[src/lui_pkg.sv]
// shared types, state codes and saturating arithmetic for the 4x4 inverter
`timescale 1ns / 1ps
package lui_pkg;

    localparam int DIM   = 4;
    localparam int NELEM = 16;

    localparam logic signed [31:0] S32_MAX = 32'sh7FFF_FFFF;
    localparam logic signed [31:0] S32_MIN = 32'sh8000_0000;
    localparam logic signed [63:0] S64_MAX = 64'sd2147483647;
    localparam logic signed [63:0] S64_MIN = -64'sd2147483648;

    typedef enum logic [4:0] {
        ST_LOAD,
        ST_CHK,
        ST_F_RD,
        ST_F_LD,
        ST_MAC_RD,
        ST_MAC_MUL,
        ST_MAC_ACC,
        ST_F_WR,
        ST_CMP1,
        ST_CMP2,
        ST_CMP3,
        ST_SW_RD,
        ST_SW_W1,
        ST_SW_W2,
        ST_PIV,
        ST_D_RD,
        ST_D_ST,
        ST_D_WT,
        ST_V_RD,
        ST_V_SW,
        ST_S_FWR,
        ST_B_RD,
        ST_B_LD,
        ST_B_PRD,
        ST_B_DST,
        ST_B_DWT,
        ST_OUT_RD,
        ST_OUT_LD
    } state_t;

    typedef enum logic [1:0] {
        PH_FAC,
        PH_FWD,
        PH_BWD
    } phase_t;

    typedef struct packed {
        logic              start;
        logic signed [31:0] a;
        logic signed [31:0] b;
    } div_req_t;

    typedef struct packed {
        logic              done;
        logic signed [31:0] q;
    } div_rsp_t;

    typedef struct packed {
        logic              push;
        logic signed [31:0] data;
        logic              singular;
        logic              last;
    } res_word_t;

    function automatic logic signed [31:0] sat64(input logic signed [63:0] x);
        logic signed [31:0] r;
        if (x > S64_MAX)
            r = S32_MAX;
        else if (x < S64_MIN)
            r = S32_MIN;
        else
            r = x[31:0];
        return r;
    endfunction

    function automatic logic signed [31:0] sat_sub(input logic signed [31:0] a,
                                                   input logic signed [31:0] b);
        logic signed [32:0] d;
        logic signed [31:0] r;
        d = {a[31], a} - {b[31], b};
        if (d[32] != d[31])
            r = d[32] ? S32_MIN : S32_MAX;
        else
            r = d[31:0];
        return r;
    endfunction

    function automatic logic [31:0] mag32(input logic signed [31:0] x);
        return x[31] ? (~x + 32'd1) : x;
    endfunction

endpackage

[src/lui_div.sv]
// iterative restoring divider for saturated fixed point quotients
`timescale 1ns / 1ps
module lui_div
    import lui_pkg::*;
#(
    parameter int FRAC_BITS = 16
) (
    input  logic     clk,
    input  logic     rst_n,
    input  div_req_t req,
    output div_rsp_t rsp
);
    localparam int NB = 32 + FRAC_BITS;
    localparam int CW = $clog2(NB + 1);

    logic              busy_reg;
    logic [CW-1:0]     cnt_reg;
    logic [NB-1:0]     num_reg;
    logic [31:0]       den_reg;
    logic [31:0]       rem_reg;
    logic              neg_reg;
    logic              done_reg;
    logic signed [31:0] q_reg;

    logic [32:0] remsh;
    logic        ge;
    logic        hi;

    assign remsh = {rem_reg, num_reg[NB-1]};
    assign ge    = remsh >= {1'b0, den_reg};
    assign hi    = |num_reg[NB-1:32];

    always_ff @(posedge clk or negedge rst_n) begin
        if (!rst_n)
        begin
            busy_reg <= 1'b0;
            done_reg <= 1'b0;
            cnt_reg  <= '0;
        end
        else
        begin
            done_reg <= 1'b0;
            if (req.start)
            begin
                if (req.b == 32'sd0)
                    done_reg <= 1'b1;
                else
                begin
                    busy_reg <= 1'b1;
                    cnt_reg  <= CW'(NB);
                end
            end
            else if (busy_reg)
            begin
                if (cnt_reg == '0)
                begin
                    busy_reg <= 1'b0;
                    done_reg <= 1'b1;
                end
                else
                    cnt_reg <= cnt_reg - CW'(1);
            end
        end
    end

    always_ff @(posedge clk)
    begin
        if (req.start)
        begin
            num_reg <= {mag32(req.a), {FRAC_BITS{1'b0}}};
            den_reg <= mag32(req.b);
            rem_reg <= '0;
            neg_reg <= req.a[31] ^ req.b[31];
            // divide by zero saturates by the sign of the dividend
            if (req.a[31])
                q_reg <= S32_MIN;
            else if (req.a == 32'sd0)
                q_reg <= 32'sd0;
            else
                q_reg <= S32_MAX;
        end
        else if (busy_reg)
        begin
            if (cnt_reg == '0)
            begin
                if (neg_reg)
                    q_reg <= (hi || (num_reg[31] && |num_reg[30:0])) ? S32_MIN
                                                                     : -num_reg[31:0];
                else
                    q_reg <= (hi || num_reg[31]) ? S32_MAX : num_reg[31:0];
            end
            else
            begin
                rem_reg <= ge ? 32'(remsh - {1'b0, den_reg}) : remsh[31:0];
                num_reg <= {num_reg[NB-2:0], ge};
            end
        end
    end

    assign rsp.done = done_reg;
    assign rsp.q    = q_reg;

endmodule

[config.mk]
export PLATFORM = sky130hd
export DESIGN_NAME = lui_div
export DESIGN_NICKNAME = d
export VERILOG_FILES = /design/src/lui_pkg.sv /design/src/lui_div.sv
export SDC_FILE = /design/constraint.sdc
export NUM_CORES = 1
export LEC_CHECK = 0
export BUFFER_PORTS_ARGS = -buffer_cell sky130_fd_sc_hd__buf_2
export CAP_MARGIN = 20
export CORE_ASPECT_RATIO = 1.4
export CORE_MARGIN = 10
export CORE_UTILIZATION = 30
export CTS_CLUSTER_SIZE = 10
export DETAILED_ROUTE_END_ITERATION = 6
export GPL_ROUTABILITY_DRIVEN = 0
export PLACE_DENSITY = 0.43
export SETUP_SLACK_MARGIN = 0.15
export SLEW_MARGIN = 0
export SYNTH_ARGS = -nofsm -noshare
export SYNTH_HDL_FRONTEND = slang
export SYNTH_SLANG_ARGS = --single-unit
[constraint.sdc]
create_clock -name clk -period 6.25 [get_ports clk]
set_input_delay 0.3125 -clock clk [delete_from_list [all_inputs] [get_ports clk]]
set_output_delay 0.3125 -clock clk [all_outputs]
set_load 0.05 [all_outputs]
Word-level counts from Yosys, hierarchy flattened
Index checks and enable logic that the tools add are counted.

word-level totals
  input bits = 67
  logic and storage cells = 62
  register bits = 153
  output and inout port bits = 33

operators by class
  reduce and logical (&&, ||, !) cells = 14
  multiplexer cells = 26
  add/subtract/negate cells = 5
  magnitude comparators = 1
  bitwise gates (word level) = 4
  equality and inequality tests = 2

operators by type and width
  cell                                              number
  two-way mux 32 bit                                9
  two-way mux 48 bit                                3
  adder 32 x 1 -> 32 bit, second input constant     2
  zero test 32 bit                                  2
  NOT 32 bit                                        2
  two-way mux 31 bit                                2
  greater-or-equal comparator 33 x 32 -> 1 bit      1
  negator 32 bit                                    1
  subtractor 32 bit                                 1
  OR reduction 31 bit                               1
  two-way mux 6 bit                                 4
  OR reduction 16 bit                               1
  two-way mux 1 bit                                 8
  zero test 6 bit                                   1
  AND reduction 2 bit                               3
  subtractor 6 x 1 -> 6 bit, second input constant  1
  inequality test 2 bit, second input constant      2
  nonzero test 2 bit                                2
  AND reduction 3 bit                               1
  logical OR 1 bit                                  2
  logical AND 1 bit                                 1
  NOT 1 bit                                         1
  XOR 1 bit                                         1

Logic depth before layout (Yosys ltp)
Gate-level depths: netlist of the first run.

  word-level depth = 8
  depth in mapped cells = 13
  gate-level depth less buffers = 11

Least setup slack after synthesis of the first run
No wires, ideal clock.

  path kind = input to register
  start = in req[42] (netlist bit)
  end = reg q_reg[21] (data pin)
  path buffers = 1
  arrival time = 2.780 ns
  required time = 5.983 ns
  stages on the path = 9
  path slack = 3.203 ns
  library setup time = 0.267 ns
  cell sequence = or4_4 -> or3_1 -> or3_4 -> or4_4 -> or2_4 -> o21ai_2 -> o21a_1 -> buf_4 -> o21ai_0

on the way
  longest elaborated chain between the ends = 4

RTL lines
  what                    RTL line       text
  start: declaration      lui_div.sv:10  input div_req_t req,
  zero test 32 bit        lui_div.sv:77  else if (req.a == 32'sd0)
  two-way mux 31 bit      lui_div.sv:77
  two-way mux 32 bit      lui_div.sv:75  if (req.a[31])
  two-way mux 32 bit      lui_div.sv:68  if (req.start)
  end signal: assignment  lui_div.sv:87  q_reg <= (hi || (num_reg[31] && |num_reg[30:0])) ? S32_MIN
  end signal: assignment  lui_div.sv:90  q_reg <= (hi || num_reg[31]) ? S32_MAX : num_reg[31:0];
  end: declaration        lui_div.sv:23  logic signed [31:0] q_reg;

Every way passes these cells.
A chain may end at the register's enable or synchronous reset.

Worst setup path after layout of the first run
  start = reg num_reg[17]
  end = reg q_reg[13] (data pin)

on the way
  longest elaborated chain between the ends = 8

RTL lines
  what                      RTL line       text
  start: declaration        lui_div.sv:18  logic [NB-1:0] num_reg;
  start signal: assignment  lui_div.sv:70  num_reg <= {mag32(req.a), {FRAC_BITS{1'b0}}};
  start signal: assignment  lui_div.sv:95  num_reg <= {num_reg[NB-2:0], ge};
  OR reduction 31 bit       lui_div.sv:87
  logical AND 1 bit         lui_div.sv:87
  logical OR 1 bit          lui_div.sv:87
  two-way mux 32 bit        lui_div.sv:87
  two-way mux 32 bit        lui_div.sv:86  if (neg_reg)
  two-way mux 32 bit        lui_div.sv:84  if (cnt_reg == '0)
  two-way mux 32 bit        lui_div.sv:82  else if (busy_reg)
  two-way mux 32 bit        lui_div.sv:68

Every way passes these cells. The select of a mux whose other input is x is not followed.

==> results of run 1 <==
how the worst min path moves through the flow:
stage / to / slack [ns] / from
final: den_reg[0] / 0.1 / req[0]
after global routing: den_reg[0] / 0.08 / req[0]
after CTS: den_reg[0] / 0.08 / req[0]
after detailed placement: cnt_reg[5] / 0.17 / rst_n
after global placement: cnt_reg[5] / 0.17 / rst_n
after floorplan: busy_reg / 0.02 / rst_n
repair_timing:
action | in CTS | in global routing
hold buffers | 1 | 0
hold endpoints to repair | 8 | 0
setup buffers | 0 | 0
setup endpoints to repair | 0 | 0
stage by stage:
step	instance area [um^2]	hold WS (ns)	setup WS (ns)
2_1_floorplan	9870	0.0169	3.20
3_3_place_gp	10800	0.169	2.49
3_5_place_dp	10800	0.167	2.44
4_1_cts	11400	0.0792	2.77
5_1_grt	11400	0.0801	2.47
6_report	11400	0.0981	2.75
Yosys cell counts, drive strengths merged (11+ instances only):
cell and instances:
a21o 15, a21oi 59, a22o 41, a32oi 12, clkbuf 55, dfxtp 48
edfxtp 97, ha 37, inv 56, nand2 96, nand2b 14, nand3 70
nand4 11, nor2 61, nor3 31, nor4 16, o21ai 90, o31ai 30
or2 12, or3 21, or4 15, xnor2 81, xor2 13
report_power, final:
group	total [mW]	leakage (nW)	switching, mW	internal [mW]
combinational	0.487	2.68	0.307	0.180
sequential	1.23	1.47	0.0589	1.17
clock	1.08	0.288	0.430	0.647
metal layers:
metal  vias up  track usage, %
li1       4198               -
met1      3963            15.9
met2       154            25.3
met3        34            2.52
met4         0            4.68
met5         -               0
worst reg2reg max path: cells and delay by family, from the launching register on:
family / cells / cell delay [ns]
compound gates: 2 / 0.39
flops: 1 / 0.44
simple gates: 5 / 2.47
cell type report:
class | instances | area (um^2)
Timing Repair Buffer | 111 | 591
Fill cell | 3429 | 21100
Inverter | 56 | 210
Multi-Input combinational cell | 823 | 5360
Clock inverter | 12 | 149
Clock buffer | 20 | 457
Sequential cell | 153 | 4070
Tap cell | 440 | 551
cell families after synthesis:
group           after synthesis  synth area share, %
xor+xnor                     94                 8.34
mux                           9                0.950
flops                       153                 41.3
simple gates                375                 19.1
buf+inv                     118                 4.64
compound gates              307                 20.8
fa+ha+maj                    38                 4.89
==> results.ini, run 1 <==
[yosys]
synthArstFlopShare_pct = 5.23
syn-num-nets = 1199
avgSynthCellArea_um2 = 9.03
synthTopCellsByArea = edfxtp_1 29%, dfxtp_1 9.7%, xnor2_1 7.2%
synth_edf_count = 97
netlist_area_um2 = 9870
ys_seq_area_share_pct = 41.3
synth_top_area_share_pct = 29.5
yosysWarnings = 0
ys_seq_elements = 153
synth_cells = 1094
synth_flop_cell = edfxtp_1
yosys.area.top_type = edfxtp_1
synth_cell_types = 68

[grt]
grt_max_degree = 67
grt_pass1_vias = 8542
grt_use_total_pct = 13.9
antenna_found_initial = 0
grt_pass1_wl_um = 46500
grt_overflow = 0

[worst_setup_path]
slowest_stage = or4_1
reg2reg_setup_slack_ns = 2.75
cp.depth = 7
ff2ff_path_depth = 7
crit_buf_inv = 0
cp-endpoint = q_reg[13]
critPathLaunch = num_reg[17]
path_cells = or4_1 -> nor4_1 -> nand4_1 -> o21ai_1 -> nand3_1 -> or4_1 -> o311ai_0
crit_arrival_ns = 3.72
worst_r2r_startpoint = num_reg[17]
crit_fanout = 13
worstSetupPathType = reg2reg
slowest_delay_ns = 0.60
start_kind = register
critical-path-top-cell-by-count = or4_1
rr_endpoint = q_reg[13]
cp-end-kind = register
critPathTopFamily = simple AND/OR/NAND/NOR gates
critPathRequiredTime_ns = 6.47

[power_and_ir_drop]
powerDensity_nw_per_um2 = 245
power_mw = 2.80
leakagePower_nw = 4.45
ir_drop_uv = 169

[final_layout]
mostFrequentLayoutCell = buf_2
fin_util_pct = 35.1
mostFrequentLayoutCells = 98 x buf_2, 97 x edfxtp_1, 96 x nand2_1
antenna_cells = 0
stdcell_count = 1615
nNetsFinal = 1267
layout-drive-gt1-share_pct = 14.1
areaGrowthSynthToFinish_pct = 15.4
largest_reg_flops = 48

[worst_hold_path]
hold_path.class = in2reg
worst_hold_path.num_cells = 1

[clock_tree]
numCtsBuffers = 17
clkLatencyLatePin_ns = 0.43
path_clk_slew_ns = 0.06
cts_buffer_depth = 2
cts_resized = 0
root_buffer = clkbuf_16
cts_num_sinks = 153
htreeDepth = 4
cts_tree = built

[route]
wl_met2_um = 14900
post_drt_wl_per_cell_um = 17.7
drc = 0
first_pass_iters = 6
drt_iter0_drc = 398
avgViaCountPerCell = 5.17
routed_wl_um = 28500
via_count = 8349
top_layer_used = met4
antenna_left = 0
met1_length_um = 12200
wl_met3_um = 795

[sta]
period_minus_slack_ns = 3.50
rsz0062_at_grt = false
setup_viol = 0
hold_violations = 0
finClkSkew_ns = 0.0141
slew_violations = 0
fin_tns_setup_ns = 0
slew_headroom_pct = 43.3
worst_pin_slew_ns = 0.849
fmax_mhz = 286
finalCritPeriodShare_pct = 56.0

[die]
die_w_um = 173
die_area_um2 = 40700
num_rows = 78
die_y_um = 235
core_um2 = 32500
io_pins = 100
initial_utilization_pct = 30.4

[place]
dp_hpwl_um = 21400
numPlacedInstances = 1582
port_buffers = 99

[job]
maxCapViolCount = 0

[run_status]
outcome = completed

Power figures use the tool's default switching activity.
==> run 2, diff against run 1 <==
Settings changed: PLACE_DENSITY 0.43 to 0.45.
Clock period 6.25 ns to 3 ns, I/O delays scaled along.
==> run 2 against run 1 <==
  * Die area unchanged
  * Register-to-register slack got worse by 2.5 ns
  * Cell count up 5.3%
  * Count of clock-buffer cells in the layout did not move
  * Utilization grew 2.8 points
  * First-iteration DRC count grew 15%
  * Design area grew 8.0%
  * Fmax grew 26%
  * Global-route usage rose by 0.22 points
  * Sequential power is 110% higher
  * Via count increased by 5.0%
  * Combinational power grew 130%
==> results.ini, run 2 (same netlist as run 1, synthesis figures left out) <==
[final_layout]
n_fill_cell = 3347  ; was 3429
areaGrowthSynthToFinish_pct = 24.6  ; was 15.4%
layout-drive-gt1-share_pct = 22.3  ; was 14.1%
largest_reg_flops = 48  ; unchanged
multi_input_area_um2 = 5540  ; was 5360 um^2
nNetsFinal = 1352  ; was 1267
mostFrequentLayoutCell = buf_2  ; unchanged
antenna_cells = 0  ; unchanged
ff_latch_area_um2 = 4080  ; was 4070 um^2
mostFrequentLayoutCells = 98 x buf_2, 97 x edfxtp_1, 94 x nand2_1  ; was 98 x buf_2, 97 x edfxtp_1, 96 x nand2_1

[worst_setup_path]
crit_fanout = 3  ; was 13
critPathLaunch = num_reg[2]  ; was num_reg[17]
cp-end-kind = register  ; unchanged
reg2reg_setup_slack_ns = 0.23  ; was 2.75 ns
crit_arrival_ns = 2.93  ; was 3.72 ns
critPathRequiredTime_ns = 3.16  ; was 6.47 ns
slowest_delay_ns = 0.45  ; was 0.60 ns
start_kind = register  ; unchanged
crit_buf_inv = 0  ; unchanged
cp-endpoint = q_reg[11]  ; was q_reg[13]
cp.depth = 8  ; was 7
rr_endpoint = q_reg[11]  ; was q_reg[13]
path_cells = or3_4 -> or4_4 -> or2_4 -> or3_4 -> or3_4 -> mux2i_1 -> o22a_1 -> o21ai_0  ; was or4_1 -> nor4_1 -> nand4_1 -> o21ai_1 -> nand3_1 -> or4_1 -> o311ai_0
worstSetupPathType = reg2reg  ; unchanged
ff2ff_path_depth = 8  ; was 7
slowest_stage = or4_4  ; was or4_1
worst_r2r_startpoint = num_reg[2]  ; was num_reg[17]
critPathTopFamily = simple AND/OR/NAND/NOR gates  ; unchanged
critical-path-top-cell-by-count = or3_4  ; was or4_1

[die]
io_pins = 100  ; unchanged
die_y_um = 235  ; unchanged
die_w_um = 173  ; unchanged
die_area_um2 = 40700  ; unchanged
num_rows = 78  ; unchanged
initial_utilization_pct = 30.4  ; unchanged
core_um2 = 32500  ; unchanged

[place]
port_buffers = 99  ; unchanged
dp_hpwl_um = 22400  ; was 21400 um
pre_cts_slack_ns = -0.223  ; was 2.44 ns

[sta]
worst_pin_slew_ns = 0.667  ; was 0.849 ns
setup_slack_ns = 0.228  ; was 2.75 ns
period_minus_slack_ns = 2.77  ; was 3.50 ns
finClkSkew_ns = 0.00872  ; was 0.0141 ns
rsz0062_at_grt = true  ; was false
finalCritPeriodShare_pct = 92.4  ; was 56.0%
fmax_mhz = 361  ; was 286 MHz
holdWs_ns = 0.0262  ; was 0.0981 ns
setup_viol = 0  ; unchanged
slew_violations = 0  ; unchanged
slew_headroom_pct = 55.5  ; was 43.3%
hold_violations = 0  ; unchanged

[route]
post_drt_wl_per_cell_um = 17.3  ; was 17.7 um
avgViaCountPerCell = 5.15  ; was 5.17
routed_wl_um = 29400  ; was 28500 um
first_pass_iters = 6  ; unchanged
drc = 0  ; unchanged
drt_iter0_drc = 456  ; was 398
antenna_left = 0  ; unchanged
via_count = 8763  ; was 8349

[grt]
antenna_found_initial = 0  ; unchanged
grt_max_degree = 56  ; was 67
grt_overflow = 0  ; unchanged
grt_use_total_pct = 14.1  ; was 13.9%
grt_pass1_wl_um = 47400  ; was 46500 um
grt_pass1_vias = 9014  ; was 8542

[clock_tree]
clkLatencyLatePin_ns = 0.43  ; about the same
root_buffer = clkbuf_16  ; unchanged
path_clk_slew_ns = 0.06  ; about the same
htreeDepth = 4  ; unchanged
cts_tree = built  ; unchanged
numCtsBuffers = 17  ; unchanged
cts_buffer_depth = 2  ; unchanged
cts_num_sinks = 153  ; unchanged

[run_status]
outcome = completed  ; unchanged

[power_and_ir_drop]
leakagePower_nw = 4.89  ; was 4.45 nW
powerDensity_nw_per_um2 = 477  ; was 245 nW/um^2
ir_drop_uv = 276  ; was 169 uV

[worst_hold_path]
hold_path.class = in2reg  ; unchanged

[job]
maxCapViolCount = 0  ; unchanged

-- run 2: cell type report --
type / count / share of cell area [%]
multi-input combinational: 823 / 45.1
sequential: 153 / 33.1
timing repair buffer: 196 / 10.8
tap: 440 / 4.48
clock buffer: 20 / 3.55
inverter: 56 / 1.74
clock inverter: 12 / 1.23
-- run 2: what timing repair did --
| item | 4_1_cts | 5_1_grt |
|---|---|---|
| pin swaps | 1 | 13 |
| hold buffers | 4 | 0 |
| hold endpoints to repair | 11 | 0 |
| gates cloned | 0 | 1 |
| setup buffers | 0 | 6 |
| resized for setup | 6 | 43 |
| setup endpoints to repair | 9 | 56 |
-- run 2: how the worst min path moves through the flow --
stage	depth (start not counted)	from	end	slack, ns
final	2	req[19]	den_reg[19]	0.03
after global routing	2	req[19]	den_reg[19]	0.02
after CTS	2	req[19]	den_reg[19]	0.006
after detailed placement	1	rst_n	cnt_reg[5]	0.006
after global placement	1	rst_n	done_reg	0.006
after floorplan	0	rst_n	busy_reg	-0.15
-- run 2: per-layer routing --
layer  part of all wire [%]  global-route usage (%)
met5                      0                       0
met4                    1.6                    4.23
met3                    2.7                    2.50
met2                     54                    26.7
met1                     42                    15.6
-- run 2: power breakdown --
group          total (mW)  switching [mW]  leakage [nW]  internal (mW)
combinational        1.14           0.690          3.14          0.450
sequential           2.55           0.106          1.47           2.44
clock                2.18           0.873         0.274           1.30
total                5.87            1.67          4.89           4.20
-- run 2: per-stage QoR --
stage	instances	total power [mW]	setup TNS (ns)	utilization, %	cell area, um^2
final	1700	5.87	0	37.8	12300
after global routing	1700	6.16	0	37.8	12300
after CTS	1693	5.92	0	37.2	12100
after detailed placement	1657	3.71	-2.51	35.1	11400
after global placement	1657	3.70	-2.05	35.1	11400
after floorplan	1094	3.31	0	-	9890
